**src/rtl/core/bgf_pkg.sv**
```systemverilog
// Shared types, constants and command codes of the banded gradient fill generator.
package bgf_pkg;

  // Default coordinate width
  localparam int CoordBitsDefault = 16;

  // Color channels: red, green, blue
  localparam int NumCh = 3;
  localparam logic [1:0] LastCh = 2'(NumCh - 1);

  // Configuration register indexes
  localparam logic [2:0] CFG_FROM_COLOR  = 3'd0;
  localparam logic [2:0] CFG_TO_COLOR    = 3'd1;
  localparam logic [2:0] CFG_AREA_LEFT   = 3'd2;
  localparam logic [2:0] CFG_AREA_TOP    = 3'd3;
  localparam logic [2:0] CFG_AREA_WIDTH  = 3'd4;
  localparam logic [2:0] CFG_AREA_HEIGHT = 3'd5;
  localparam logic [2:0] CFG_HORIZONTAL  = 3'd6;

  // Divider operations used during gradient setup
  localparam logic [2:0] OP_Q    = 3'd0;  // span / first band count
  localparam logic [2:0] OP_STEP = 3'd1;  // span / (quotient + 1)
  localparam logic [2:0] OP_SIZE = 3'd2;  // span / band count
  localparam logic [2:0] OP_D    = 3'd3;  // channel diff / band count
  localparam logic [2:0] OP_K    = 3'd4;  // (diff - count) / delta
  localparam logic [2:0] OP_IV   = 3'd5;  // band count / k

  typedef struct packed {
    logic restart;
  } in_item_t;

  typedef struct packed {
    logic [15:0] band_x;
    logic [15:0] band_y;
    logic [15:0] band_w;
    logic [15:0] band_h;
    logic [23:0] band_color;
    logic        last_band;
    logic        no_band;
  } out_item_t;

  // Controller to datapath
  typedef struct packed {
    logic       prep;       // latch diffs, directions, start color, first count
    logic       step_one;   // force band count to one
    logic       div_start;  // launch a division
    logic       div_store;  // capture the finished division
    logic [2:0] op;
    logic [1:0] ch;
    logic       finish;     // arm the gradient at band zero
    logic       emit;       // produce one result and advance
  } cmd_t;

  // Datapath to controller
  typedef struct packed {
    logic div_done;
    logic div_rem_nz;
    logic div_quo_zero;
    logic step0_zero;
    logic step_gt1;
    logic diff_gt_step;
    logic out_free;
  } sts_t;

endpackage

```
**src/rtl/core/bgf_stream_if.sv**
```systemverilog
// Valid/ready stream channel carrying one payload item per transfer.
interface bgf_stream_if #(
  parameter type T = logic
) ();
  logic valid;
  logic ready;
  T     data;

  modport source (output valid, output data, input ready);
  modport sink (input valid, input data, output ready);
endinterface

```
**src/rtl/core/bgf_div.sv**
```systemverilog
// Restoring divider, one quotient bit per cycle.
module bgf_div #(
  parameter int Width = bgf_pkg::CoordBitsDefault
) (
  input  logic             clk_i,
  input  logic             rst_ni,
  input  logic             start_i,
  input  logic [Width-1:0] dividend_i,
  input  logic [Width:0]   divisor_i,
  output logic [Width-1:0] quo_o,
  output logic [Width:0]   rem_o,
  output logic             done_o
);
  localparam int CntW = $clog2(Width + 1);

  logic [Width-1:0] quo_q, quo_d;
  logic [Width:0]   rem_q, rem_d;
  logic [Width:0]   dvs_q;
  logic [CntW-1:0]  cnt_q, cnt_d;
  logic             done_q, done_d;
  logic [Width+1:0] shifted, trial;

  // One trial subtraction per cycle
  always_comb begin
    shifted = {rem_q, quo_q[Width-1]};
    trial   = shifted - {1'b0, dvs_q};
    quo_d   = quo_q;
    rem_d   = rem_q;
    cnt_d   = cnt_q;
    done_d  = 1'b0;
    if (cnt_q != '0) begin
      if (!trial[Width+1]) begin
        rem_d = trial[Width:0];
        quo_d = {quo_q[Width-2:0], 1'b1};
      end else begin
        rem_d = shifted[Width:0];
        quo_d = {quo_q[Width-2:0], 1'b0};
      end
      cnt_d  = cnt_q - CntW'(1);
      done_d = (cnt_q == CntW'(1));
    end
  end

  always_ff @(posedge clk_i or negedge rst_ni) begin
    if (!rst_ni) begin
      cnt_q  <= '0;
      done_q <= 1'b0;
    end else if (start_i) begin
      cnt_q  <= CntW'(Width);
      done_q <= 1'b0;
    end else begin
      cnt_q  <= cnt_d;
      done_q <= done_d;
    end
  end

  always_ff @(posedge clk_i) begin
    if (start_i) begin
      quo_q <= dividend_i;
      rem_q <= '0;
      dvs_q <= divisor_i;
    end else begin
      quo_q <= quo_d;
      rem_q <= rem_d;
    end
  end

  assign quo_o  = quo_q;
  assign rem_o  = rem_q;
  assign done_o = done_q;
endmodule

```
**src/rtl/core/bgf_datapath.sv**
```systemverilog
// Datapath: configuration registers, gradient state, divider and output register.
module bgf_datapath #(
  parameter int CoordBits = bgf_pkg::CoordBitsDefault
) (
  input  logic          clk_i,
  input  logic          rst_ni,
  input  logic          cfg_we_i,
  input  logic [2:0]    cfg_idx_i,
  input  logic [23:0]   cfg_data_i,
  input  bgf_pkg::cmd_t cmd_i,
  output bgf_pkg::sts_t sts_o,
  bgf_stream_if.source  out_if
);
  import bgf_pkg::*;

  localparam int CW = CoordBits;
  localparam int VW = CoordBits + 1;

  // Configuration registers
  logic [23:0]   from_q, to_q;
  logic [CW-1:0] left_q, top_q, width_q, height_q;
  logic          horiz_q;

  // Gradient state
  logic          active_q;
  logic [7:0]    index_q;
  logic [7:0]    total_q;
  logic [CW-1:0] pos_q;
  logic [CW-1:0] size_q;
  logic [CW-1:0] span_q;
  logic [CW-1:0] q_q;
  logic [7:0]    step_q;
  logic [7:0]    k_q;
  logic [7:0]    cur_q   [NumCh];
  logic [7:0]    diff_q  [NumCh];
  logic [7:0]    delta_q [NumCh];
  logic [7:0]    iv_q    [NumCh];
  logic [7:0]    cnt_q   [NumCh];
  logic          rise_q  [NumCh];

  logic      out_valid_q;
  out_item_t out_data_q, out_data_d;

  // Setup values taken from the live registers
  logic [7:0]    a_ch [NumCh];
  logic [7:0]    b_ch [NumCh];
  logic [7:0]    t_ch [NumCh];
  logic [7:0]    dif  [NumCh];
  logic          rise [NumCh];
  logic [7:0]    maxdiff;
  logic [CW-1:0] span;
  logic [7:0]    step0;

  always_comb begin
    maxdiff = '0;
    for (int i = 0; i < NumCh; i++) begin
      a_ch[i] = from_q[8*(NumCh-1-i) +: 8];
      b_ch[i] = to_q[8*(NumCh-1-i) +: 8];
      t_ch[i] = b_ch[i];
      rise[i] = (a_ch[i] <= b_ch[i]);
      dif[i]  = rise[i] ? b_ch[i] - a_ch[i] : a_ch[i] - b_ch[i];
      if (dif[i] > maxdiff) maxdiff = dif[i];
    end
    span  = horiz_q ? width_q : height_q;
    step0 = (CW'(maxdiff) > span) ? span[7:0] : maxdiff;
  end

  // Divider operand selection
  logic [CW-1:0] dvd, quo;
  logic [VW-1:0] dvs, rem;
  logic          div_done;

  always_comb begin
    unique case (cmd_i.op)
      OP_Q, OP_SIZE: begin
        dvd = span_q;
        dvs = VW'(step_q);
      end
      OP_STEP: begin
        dvd = span_q;
        dvs = {1'b0, q_q} + VW'(1);
      end
      OP_D: begin
        dvd = CW'(diff_q[cmd_i.ch]);
        dvs = VW'(step_q);
      end
      OP_K: begin
        dvd = CW'(diff_q[cmd_i.ch] - step_q);
        dvs = VW'(delta_q[cmd_i.ch]);
      end
      OP_IV: begin
        dvd = CW'(step_q);
        dvs = VW'(k_q);
      end
      default: begin
        dvd = '0;
        dvs = VW'(1);
      end
    endcase
  end

  bgf_div #(.Width(CW)) u_div (
    .clk_i      (clk_i),
    .rst_ni     (rst_ni),
    .start_i    (cmd_i.div_start),
    .dividend_i (dvd),
    .divisor_i  (dvs),
    .quo_o      (quo),
    .rem_o      (rem),
    .done_o     (div_done)
  );

  // Band result and the next colors
  logic          last;
  logic [CW-1:0] end_pos, sz;
  logic [7:0]    next_cur [NumCh];
  logic          extra    [NumCh];
  logic signed [9:0] v, dd, tt;

  always_comb begin
    last    = ({1'b0, index_q} + 9'd1) >= {1'b0, total_q};
    end_pos = horiz_q ? left_q + width_q : top_q + height_q;
    sz      = last ? end_pos - pos_q : size_q;

    out_data_d = '0;
    if (!active_q) begin
      out_data_d.no_band = 1'b1;
    end else begin
      out_data_d.band_x     = 16'(horiz_q ? pos_q : left_q);
      out_data_d.band_y     = 16'(horiz_q ? top_q : pos_q);
      out_data_d.band_w     = 16'(horiz_q ? sz : width_q);
      out_data_d.band_h     = 16'(horiz_q ? height_q : sz);
      out_data_d.band_color = {cur_q[0], cur_q[1], cur_q[2]};
      out_data_d.last_band  = last;
    end

    v  = '0;
    dd = '0;
    tt = '0;
    for (int i = 0; i < NumCh; i++) begin
      extra[i] = (index_q != '0) && (iv_q[i] != '0) && (cnt_q[i] == '0);
      v  = $signed({2'b00, cur_q[i]});
      dd = $signed({2'b00, delta_q[i]});
      tt = $signed({2'b00, t_ch[i]});
      if (rise_q[i]) begin
        v = v + dd;
        if (extra[i]) v = v + dd;
        if (v > tt) v = tt;
      end else begin
        v = v - dd;
        if (extra[i]) v = v - dd;
        if (v < tt) v = tt;
      end
      next_cur[i] = v[7:0];
    end
  end

  // Configuration writes
  always_ff @(posedge clk_i or negedge rst_ni) begin
    if (!rst_ni) begin
      from_q   <= '0;
      to_q     <= '0;
      left_q   <= '0;
      top_q    <= '0;
      width_q  <= '0;
      height_q <= '0;
      horiz_q  <= 1'b0;
    end else if (cfg_we_i) begin
      unique case (cfg_idx_i)
        CFG_FROM_COLOR:  from_q   <= cfg_data_i;
        CFG_TO_COLOR:    to_q     <= cfg_data_i;
        CFG_AREA_LEFT:   left_q   <= cfg_data_i[CW-1:0];
        CFG_AREA_TOP:    top_q    <= cfg_data_i[CW-1:0];
        CFG_AREA_WIDTH:  width_q  <= cfg_data_i[CW-1:0];
        CFG_AREA_HEIGHT: height_q <= cfg_data_i[CW-1:0];
        CFG_HORIZONTAL:  horiz_q  <= cfg_data_i[0];
        default: ;
      endcase
    end
  end

  // Control state of the gradient
  always_ff @(posedge clk_i or negedge rst_ni) begin
    if (!rst_ni) begin
      active_q    <= 1'b0;
      index_q     <= '0;
      total_q     <= 8'd1;
      out_valid_q <= 1'b0;
    end else begin
      if (out_if.valid && out_if.ready) out_valid_q <= 1'b0;
      if (cmd_i.finish) begin
        active_q <= 1'b1;
        index_q  <= '0;
        total_q  <= step_q;
      end
      if (cmd_i.emit) begin
        out_valid_q <= 1'b1;
        if (active_q) begin
          if (last) active_q <= 1'b0;
          else      index_q  <= index_q + 8'd1;
        end
      end
    end
  end

  // Setup and per-band payload registers
  always_ff @(posedge clk_i or negedge rst_ni) begin
    if (!rst_ni) begin
      pos_q  <= '0;
      size_q <= '0;
      for (int i = 0; i < NumCh; i++) begin
        cur_q[i]   <= '0;
        delta_q[i] <= '0;
        iv_q[i]    <= '0;
        cnt_q[i]   <= '0;
        rise_q[i]  <= 1'b0;
      end
    end else begin
      if (cmd_i.prep) begin
        for (int i = 0; i < NumCh; i++) begin
          cur_q[i]   <= a_ch[i];
          rise_q[i]  <= rise[i];
          delta_q[i] <= '0;
          iv_q[i]    <= '0;
        end
      end
      if (cmd_i.div_store) begin
        unique case (cmd_i.op)
          OP_SIZE: size_q <= quo;
          OP_D:    delta_q[cmd_i.ch] <= (quo == '0) ? 8'd1 : quo[7:0];
          OP_IV:   iv_q[cmd_i.ch] <= quo[7:0];
          default: ;
        endcase
      end
      if (cmd_i.finish) begin
        pos_q <= horiz_q ? left_q : top_q;
        for (int i = 0; i < NumCh; i++) cnt_q[i] <= '0;
      end
      if (cmd_i.emit && active_q && !last) begin
        pos_q <= pos_q + size_q;
        for (int i = 0; i < NumCh; i++) begin
          cur_q[i] <= next_cur[i];
          cnt_q[i] <= ({1'b0, cnt_q[i]} + 9'd1 == {1'b0, iv_q[i]}) ? 8'd0
                                                                   : cnt_q[i] + 8'd1;
        end
      end
    end
  end

  // Setup scratch registers
  always_ff @(posedge clk_i) begin
    if (cmd_i.prep) begin
      span_q <= span;
      step_q <= step0;
      for (int i = 0; i < NumCh; i++) diff_q[i] <= dif[i];
    end
    if (cmd_i.step_one) step_q <= 8'd1;
    if (cmd_i.div_store) begin
      unique case (cmd_i.op)
        OP_Q:    q_q <= quo;
        OP_STEP: step_q <= (quo == '0) ? 8'd1 : quo[7:0];
        OP_K:    k_q <= quo[7:0];
        default: ;
      endcase
    end
    if (cmd_i.emit) out_data_q <= out_data_d;
  end

  assign sts_o.div_done     = div_done;
  assign sts_o.div_rem_nz   = (rem != '0);
  assign sts_o.div_quo_zero = (quo == '0);
  assign sts_o.step0_zero   = (step_q == '0);
  assign sts_o.step_gt1     = (step_q > 8'd1);
  assign sts_o.diff_gt_step = (diff_q[cmd_i.ch] > step_q);
  assign sts_o.out_free     = !out_valid_q;

  assign out_if.valid = out_valid_q;
  assign out_if.data  = out_data_q;
endmodule

```
**src/rtl/core/bgf_ctrl.sv**
```systemverilog
// Controller: accepts requests and sequences the gradient setup divisions.
module bgf_ctrl (
  input  logic          clk_i,
  input  logic          rst_ni,
  bgf_stream_if.sink    in_if,
  input  bgf_pkg::sts_t sts_i,
  output bgf_pkg::cmd_t cmd_o
);
  import bgf_pkg::*;

  localparam logic [3:0] S_IDLE  = 4'd0;
  localparam logic [3:0] S_PREP  = 4'd1;
  localparam logic [3:0] S_DQ    = 4'd2;
  localparam logic [3:0] S_DSTEP = 4'd3;
  localparam logic [3:0] S_DSIZE = 4'd4;
  localparam logic [3:0] S_CD    = 4'd5;
  localparam logic [3:0] S_CK    = 4'd6;
  localparam logic [3:0] S_CIV   = 4'd7;
  localparam logic [3:0] S_FIN   = 4'd8;
  localparam logic [3:0] S_EMIT  = 4'd9;

  logic [3:0] state_q, state_d;
  logic       issued_q, issued_d;
  logic [1:0] ch_q, ch_d;
  logic [3:0] after_ch;

  always_comb begin
    cmd_o       = '0;
    cmd_o.ch    = ch_q;
    state_d     = state_q;
    issued_d    = issued_q;
    ch_d        = ch_q;
    in_if.ready = (state_q == S_IDLE);
    after_ch    = (ch_q == LastCh) ? S_FIN : S_CD;

    unique case (state_q)
      S_IDLE: begin
        if (in_if.valid) state_d = in_if.data.restart ? S_PREP : S_EMIT;
      end
      S_PREP: begin
        cmd_o.prep = 1'b1;
        state_d    = S_DQ;
      end
      S_DQ: begin
        cmd_o.op = OP_Q;
        if (!issued_q && sts_i.step0_zero) begin
          cmd_o.step_one = 1'b1;
          state_d        = S_DSIZE;
        end else if (!issued_q) begin
          cmd_o.div_start = 1'b1;
          issued_d        = 1'b1;
        end else if (sts_i.div_done) begin
          cmd_o.div_store = 1'b1;
          issued_d        = 1'b0;
          state_d         = sts_i.div_rem_nz ? S_DSTEP : S_DSIZE;
        end
      end
      S_DSTEP: begin
        cmd_o.op = OP_STEP;
        if (!issued_q) begin
          cmd_o.div_start = 1'b1;
          issued_d        = 1'b1;
        end else if (sts_i.div_done) begin
          cmd_o.div_store = 1'b1;
          issued_d        = 1'b0;
          state_d         = S_DSIZE;
        end
      end
      S_DSIZE: begin
        cmd_o.op = OP_SIZE;
        if (!issued_q) begin
          cmd_o.div_start = 1'b1;
          issued_d        = 1'b1;
        end else if (sts_i.div_done) begin
          cmd_o.div_store = 1'b1;
          issued_d        = 1'b0;
          ch_d            = '0;
          state_d         = S_CD;
        end
      end
      // Per-channel delta; single band counts keep delta and interval zero
      S_CD: begin
        cmd_o.op = OP_D;
        if (!issued_q && !sts_i.step_gt1) begin
          state_d = after_ch;
          ch_d    = ch_q + 2'd1;
        end else if (!issued_q) begin
          cmd_o.div_start = 1'b1;
          issued_d        = 1'b1;
        end else if (sts_i.div_done) begin
          cmd_o.div_store = 1'b1;
          issued_d        = 1'b0;
          if (sts_i.diff_gt_step) begin
            state_d = S_CK;
          end else begin
            state_d = after_ch;
            ch_d    = ch_q + 2'd1;
          end
        end
      end
      S_CK: begin
        cmd_o.op = OP_K;
        if (!issued_q) begin
          cmd_o.div_start = 1'b1;
          issued_d        = 1'b1;
        end else if (sts_i.div_done) begin
          cmd_o.div_store = 1'b1;
          issued_d        = 1'b0;
          if (sts_i.div_quo_zero) begin
            state_d = after_ch;
            ch_d    = ch_q + 2'd1;
          end else begin
            state_d = S_CIV;
          end
        end
      end
      S_CIV: begin
        cmd_o.op = OP_IV;
        if (!issued_q) begin
          cmd_o.div_start = 1'b1;
          issued_d        = 1'b1;
        end else if (sts_i.div_done) begin
          cmd_o.div_store = 1'b1;
          issued_d        = 1'b0;
          state_d         = after_ch;
          ch_d            = ch_q + 2'd1;
        end
      end
      S_FIN: begin
        cmd_o.finish = 1'b1;
        state_d      = S_EMIT;
      end
      // Wait for a free output register
      S_EMIT: begin
        if (sts_i.out_free) begin
          cmd_o.emit = 1'b1;
          state_d    = S_IDLE;
        end
      end
      default: state_d = S_IDLE;
    endcase
  end

  always_ff @(posedge clk_i or negedge rst_ni) begin
    if (!rst_ni) begin
      state_q  <= S_IDLE;
      issued_q <= 1'b0;
      ch_q     <= '0;
    end else begin
      state_q  <= state_d;
      issued_q <= issued_d;
      ch_q     <= ch_d;
    end
  end
endmodule

```
**src/rtl/core/banded_gradient_fill_generator_top.sv**
```systemverilog
// Top level of the banded gradient fill generator.
// Each input transfer yields exactly one result transfer. A request for the next band
// is accepted in the idle state; the band is then written to the output register once
// that register is free, and it holds the band until taken while the next request is
// accepted. A restart first runs the setup through one shared restoring divider, each
// division launched and then captured: between one and twelve divisions before its
// first band appears. A finished gradient answers a plain request with a no_band result.
module banded_gradient_fill_generator_top #(
  parameter int CoordBits = bgf_pkg::CoordBitsDefault
) (
  input  logic        clk_i,
  input  logic        rst_ni,
  input  logic        cfg_we_i,
  input  logic [2:0]  cfg_idx_i,
  input  logic [23:0] cfg_data_i,
  bgf_stream_if.sink   in_if,
  bgf_stream_if.source out_if
);
  import bgf_pkg::*;

  cmd_t cmd;
  sts_t sts;

  bgf_ctrl u_ctrl (
    .clk_i  (clk_i),
    .rst_ni (rst_ni),
    .in_if  (in_if),
    .sts_i  (sts),
    .cmd_o  (cmd)
  );

  bgf_datapath #(.CoordBits(CoordBits)) u_datapath (
    .clk_i      (clk_i),
    .rst_ni     (rst_ni),
    .cfg_we_i   (cfg_we_i),
    .cfg_idx_i  (cfg_idx_i),
    .cfg_data_i (cfg_data_i),
    .cmd_i      (cmd),
    .sts_o      (sts),
    .out_if     (out_if)
  );
endmodule

```
**src/flat_wrapper.sv**
```systemverilog
// flat-port wrapper written by rule: the top's interface ports become plain ports
module banded_gradient_fill_generator_top_flat import bgf_pkg::*;
#(
  parameter int CoordBits = bgf_pkg::CoordBitsDefault
)
  (clk_i, rst_ni, cfg_we_i, cfg_idx_i, cfg_data_i, in_if_valid, in_if_data, in_if_ready, out_if_valid, out_if_data, out_if_ready);
  bgf_stream_if #(.T(in_item_t)) in_if_i ();
  bgf_stream_if #(.T(out_item_t)) out_if_i ();
  input  logic clk_i;
  input  logic rst_ni;
  input  logic cfg_we_i;
  input  logic [2:0] cfg_idx_i;
  input  logic [23:0] cfg_data_i;
  input wire logic [$bits(in_if_i.valid)-1:0] in_if_valid;
  input wire logic [$bits(in_if_i.data)-1:0] in_if_data;
  output wire logic [$bits(in_if_i.ready)-1:0] in_if_ready;
  output wire logic [$bits(out_if_i.valid)-1:0] out_if_valid;
  output wire logic [$bits(out_if_i.data)-1:0] out_if_data;
  input wire logic [$bits(out_if_i.ready)-1:0] out_if_ready;
  assign in_if_i.valid = in_if_valid;
  assign in_if_i.data = in_if_data;
  assign in_if_ready = in_if_i.ready;
  assign out_if_valid = out_if_i.valid;
  assign out_if_data = out_if_i.data;
  assign out_if_i.ready = out_if_ready;
  banded_gradient_fill_generator_top #(.CoordBits(CoordBits)) u_core (.clk_i(clk_i), .rst_ni(rst_ni), .cfg_we_i(cfg_we_i), .cfg_idx_i(cfg_idx_i), .cfg_data_i(cfg_data_i), .in_if(in_if_i), .out_if(out_if_i));
endmodule
```
**config.mk**
```make
export PLATFORM = sky130hd
export DESIGN_NAME = banded_gradient_fill_generator_top_flat
export DESIGN_NICKNAME = d
export VERILOG_FILES = /design/src/rtl/core/bgf_pkg.sv /design/src/rtl/core/bgf_stream_if.sv /design/src/rtl/core/bgf_div.sv /design/src/rtl/core/bgf_datapath.sv /design/src/rtl/core/bgf_ctrl.sv /design/src/rtl/core/banded_gradient_fill_generator_top.sv /design/src/flat_wrapper.sv
export SDC_FILE = /design/constraint.sdc
export NUM_CORES = 2
export LEC_CHECK = 0
export ABC_AREA = 1
export BUFFER_PORTS_ARGS = -buffer_cell sky130_fd_sc_hd__buf_4
export CAP_MARGIN = 20
export CORE_MARGIN = 1
export CORE_UTILIZATION = 57
export DETAILED_ROUTE_END_ITERATION = 8
export HOLD_SLACK_MARGIN = 0.1
export PLACE_DENSITY = 0.77
export SETUP_SLACK_MARGIN = 0.05
export SLEW_MARGIN = 30
export SYNTH_ARGS = -nofsm -noshare
export SYNTH_HDL_FRONTEND = slang
export SYNTH_SLANG_ARGS = --single-unit
```
**constraint.sdc**
```tcl
create_clock -name clk_i -period 8.3 [get_ports clk_i]
set_input_delay 0.83 -clock clk_i [delete_from_list [all_inputs] [get_ports clk_i]]
set_output_delay 0.83 -clock clk_i [all_outputs]
set_load 0.05 [all_outputs]
```
==> impl_results.md <==
* Clock network fraction of total power at 15.5%
* Cell with the largest stage delay on the worst path: ha_1
* Placer's final routability congestion estimate at 1.00
* Final hold slack at 183 ps
* Static leakage at 0.0192 uW
* Pin slew with the least headroom to its limit at 1020 ps
* Initial core utilization at 58.1%
* Number of diodes added for antenna fixing at 0
* Drt via density at 5.89
* Pin count of the biggest net entering global routing at 126
* Detailed Place HPWL at 81100 um
* Final cycle utilization of the critical path at 88.6%
* Setup bufs post-CTS at 0
* Switching component of the power at 8060 uW
* Cell area after synthesis at 35300 um^2
* Fraction of registers with async set or reset after synthesis at 56.5%
* Maximum fanout along the worst path at 13
* Logic depth of the worst register-to-register path at 40
* Classification of the worst setup path: register to register
* Final number of hold-violating endpoints at 0
* Site row count at 90
* FILL cells at 5388
* Largest family of logic cells by synthesized area: simple AND/OR/NAND/NOR gates
* Logic gate share of total power at 60.4%
* Clock sink total at 487
* Kind of cell adding the most delay to the critical path: compound AO/OA/AOI/OAI gates
* Proportion of synthesized chip area in sequential cells at 36.8%
* Fmax achieved at 136 MHz
* Nets at 5082
* Data required, critical path at 8820 ps
* Internal Pwr Total at 7940 uW
* Relative slew margins at 31.0%
* Final Util at 63.5%
* Cell seen most often among critical-path stages: nand2_1
* Max capacitance violation total at 0
* Gate count of the mapped netlist at 4652
* Number of levels the H-tree was split into at 2
* Synthesized Nets at 5021
* Outcome: completed
* Fraction of synthesized area in multiplexers at 0.333%
* Largest clock skew in the final design at 20.6 ps
* Seq cells post-synth at 487
* Remaining antenna violation count at 0
* Post-cts gate resize count at 0
* First-pass GRT wire length at 167000 um
* GRT Util Overall at 34.0%
* Post-synthesis adder-cell area fraction at 12.4%
* Clock tree root buffer cell: clkbuf_16
* Capture point of the worst reg-to-reg path: u_core.u_datapath.step_q[6]$_DFF_P_
* Post-synthesis simple-gate area fraction at 21.3%
* CTS tree: built
* Core footprint at 60800 um^2
* Final critical delay including setup and external delays at 7360 ps
* Most used DFF post-synth: dfrtp_1
* Number of global-route vias before repair at 29800
* Worst hold path type: primary input to asynchronous set/reset pin
* Synthesized-area fraction occupied by xor and xnor cells at 3.64%
* Chip height at 251 um
* Initial antenna violation count at 3
* Complex-gate fraction of the synthesized area at 16.3%
* Ratio of cells with drive above 1 in the final layout at 6.49%
* Flop-to-flop setup slack at 940 ps
* Number of warnings issued by yosys at 0
* Slew Viols, Final at 0
* Worst endpoint data arrival time at 7880 ps
* Clock transition at the registers of the reported paths at 60 ps
* Post-Route WL at 108000 um
* Number of primary I/O pins at 125
* Startpoint type of the worst setup path: register
* Kind of end point of the critical path: register
* Synth unique cells at 65
* Proportion of total power due to net switching at 50.4%
* First-pass iteration count of the detailed router at 6
* Number of buffers inserted during clock tree synthesis at 53
* Mean instance size in the synthesized netlist at 7.60 um^2
* Number of hold buffers added after CTS at 0
* Seq pwr share at 24.1%
* Number of enable flip-flop cells after synthesis at 187
* Setup violation total in the final timing report at 0
* Cell area power density at 414 nW/um^2
* Clock insertion delay at the later pin of the skew report at 630 ps
* Number of DRC violations after detailed routing at 0
* Number of buffers and inverters on the critical path at 4
* Number of buffers on the longest clock path at 3
* Number of input and output port buffers inserted at 124
* Worst ir drop on vdd at 0.396 mV
* Count of routing violations after the opening detailed-route iteration at 3268
* Via count at 32600
* Area of the die at 63000 um^2
* Setup total negative slack at 0 ps
* Grt total ovfl at 0
* Launching point of the worst reg2reg path: u_core.u_datapath.a_ch[18]$_DFFE_PN0P_
* Routed len/inst at 19.6 um
* Width of the die at 251 um
* Maximum cell stage delay along the critical path at 410 ps
* P&R area growth vs syn at 9.25%
* Setup repair after global routing missed its margin: no
## layout make-up
| cell class | instances | area (um^2) | share of cell area, % |
|---|---|---|---|
| Clock buffer | 69 | 1420 | 3.67 |
| Clock inverter | 31 | 368 | 0.953 |
| Inverter | 696 | 2620 | 6.78 |
| Multi-Input combinational cell | 3330 | 19100 | 49.5 |
| Sequential cell | 487 | 13000 | 33.7 |
| Tap cell | 782 | 978 | 2.53 |
| Timing Repair Buffer | 145 | 1110 | 2.88 |
## power groups by stage
| stage | registers (uW) | logic (uW) | clock network, uW |
|---|---|---|---|
| after floorplan | 3780 | 7000 | 0 |
| after global routing | 3910 | 10800 | 2580 |
| after global placement | 3860 | 9310 | 0 |
| after CTS | 3830 | 9490 | 2500 |
| after detailed placement | 3870 | 9430 | 0 |
| final | 3860 | 9660 | 2480 |
## worst max path at each step
stage                                                start                                   to  slack (ps)  cells after the start
global placement    u_core.u_datapath.a_ch[18]$_DFFE_PN0P_  u_core.u_datapath.step_q[6]$_DFF_P_        1170                     40
CTS                 u_core.u_datapath.a_ch[18]$_DFFE_PN0P_  u_core.u_datapath.step_q[6]$_DFF_P_        1060                     40
finish              u_core.u_datapath.a_ch[18]$_DFFE_PN0P_  u_core.u_datapath.step_q[6]$_DFF_P_         940                     40
floorplan            u_core.u_datapath.a_ch[8]$_DFFE_PN0P_  u_core.u_datapath.step_q[4]$_DFF_P_        2210                     44
global route        u_core.u_datapath.a_ch[18]$_DFFE_PN0P_  u_core.u_datapath.step_q[6]$_DFF_P_         110                     40
detailed placement  u_core.u_datapath.a_ch[18]$_DFFE_PN0P_  u_core.u_datapath.step_q[6]$_DFF_P_        1110                     40
## worst reg2reg max path, delay by kind of cell (launching register included)
family                   cells  cell delay [ps]
AO/OA/AOI/OAI               12             2410
flip-flops                   1              370
adder cells (fa/ha/maj)      4             1360
AND/OR/NAND/NOR             20             2400
buffers and inverters        4              740
## layout by cell type (no fill, tap or decap), drive strengths merged, types with 105 or more instances in the layout
cell    synthesis  layout
ha            312     312
dfrtp         274     274
nor2          298     298
nand3         299     299
o21ai         516     516
buf            50     145
a21oi         326     326
edfxtp        187     187
xor2          105     105
nand2        1045    1045
inv           686     693
## cells in the mapped netlist, types with 52 or more instances
cell type,n,share of area [%]
a21oi_1,323,4.6
edfxtp_1,187,16
nand3_1,293,4.1
o21ai_0,487,6.9
dfrtp_1,274,19
nand4_1,52,0.92
nand2_1,1032,11
xor2_1,105,2.6
nor2_1,293,3.1
clkbuf_1,88,0.93
inv_1,676,7.2
ha_1,312,11
## routing by layer
metal / share of wire (%) / wire length (um) / GRT usage [%]
met2: 43 / 47000 / 52.2
met1: 44 / 47400 / 49.1
met5: 0.012 / 13 / 0
met3: 9.0 / 9740 / 4.43
met4: 3.8 / 4140 / 12.7
## cell families (layout without fill, tap and decap cells)
| kind of cell | count (synthesis) | count (layout) |
|---|---|---|
| flip-flops | 487 | 487 |
| buffers and inverters | 835 | 941 |
| XOR/XNOR | 147 | 147 |
| multiplexers | 11 | 11 |
| AO/OA/AOI/OAI | 1049 | 1049 |
| AND/OR/NAND/NOR | 1787 | 1787 |
| adder cells (fa/ha/maj) | 336 | 336 |
## registers in the layout, indices dropped and copies added (netlist names), 17 cells and up
signal	count
u_core.u_datapath.a_ch	24
u_core.u_datapath.b_ch	24
u_core.u_datapath.cnt_q	24
u_core.u_datapath.cur_q	24
u_core.u_datapath.diff_q	24
u_core.u_datapath.iv_q	24
u_core.u_datapath.out_if.data	90
u_core.u_datapath.u_div.dvs_q	17
u_core.u_datapath.u_div.rem_o	17
## stage by stage
step	std cells	setup WS (ps)	cell area [um^2]	power, uW
6_report	5540	943	38600	16000
5_1_grt	5540	112	38600	17300
4_1_cts	5540	1060	38600	15800
3_5_place_dp	5440	1110	36800	13300
3_3_place_gp	5440	1170	36800	13200
2_1_floorplan	4652	2210	35300	10800
(Power assumes the default switching activity.)
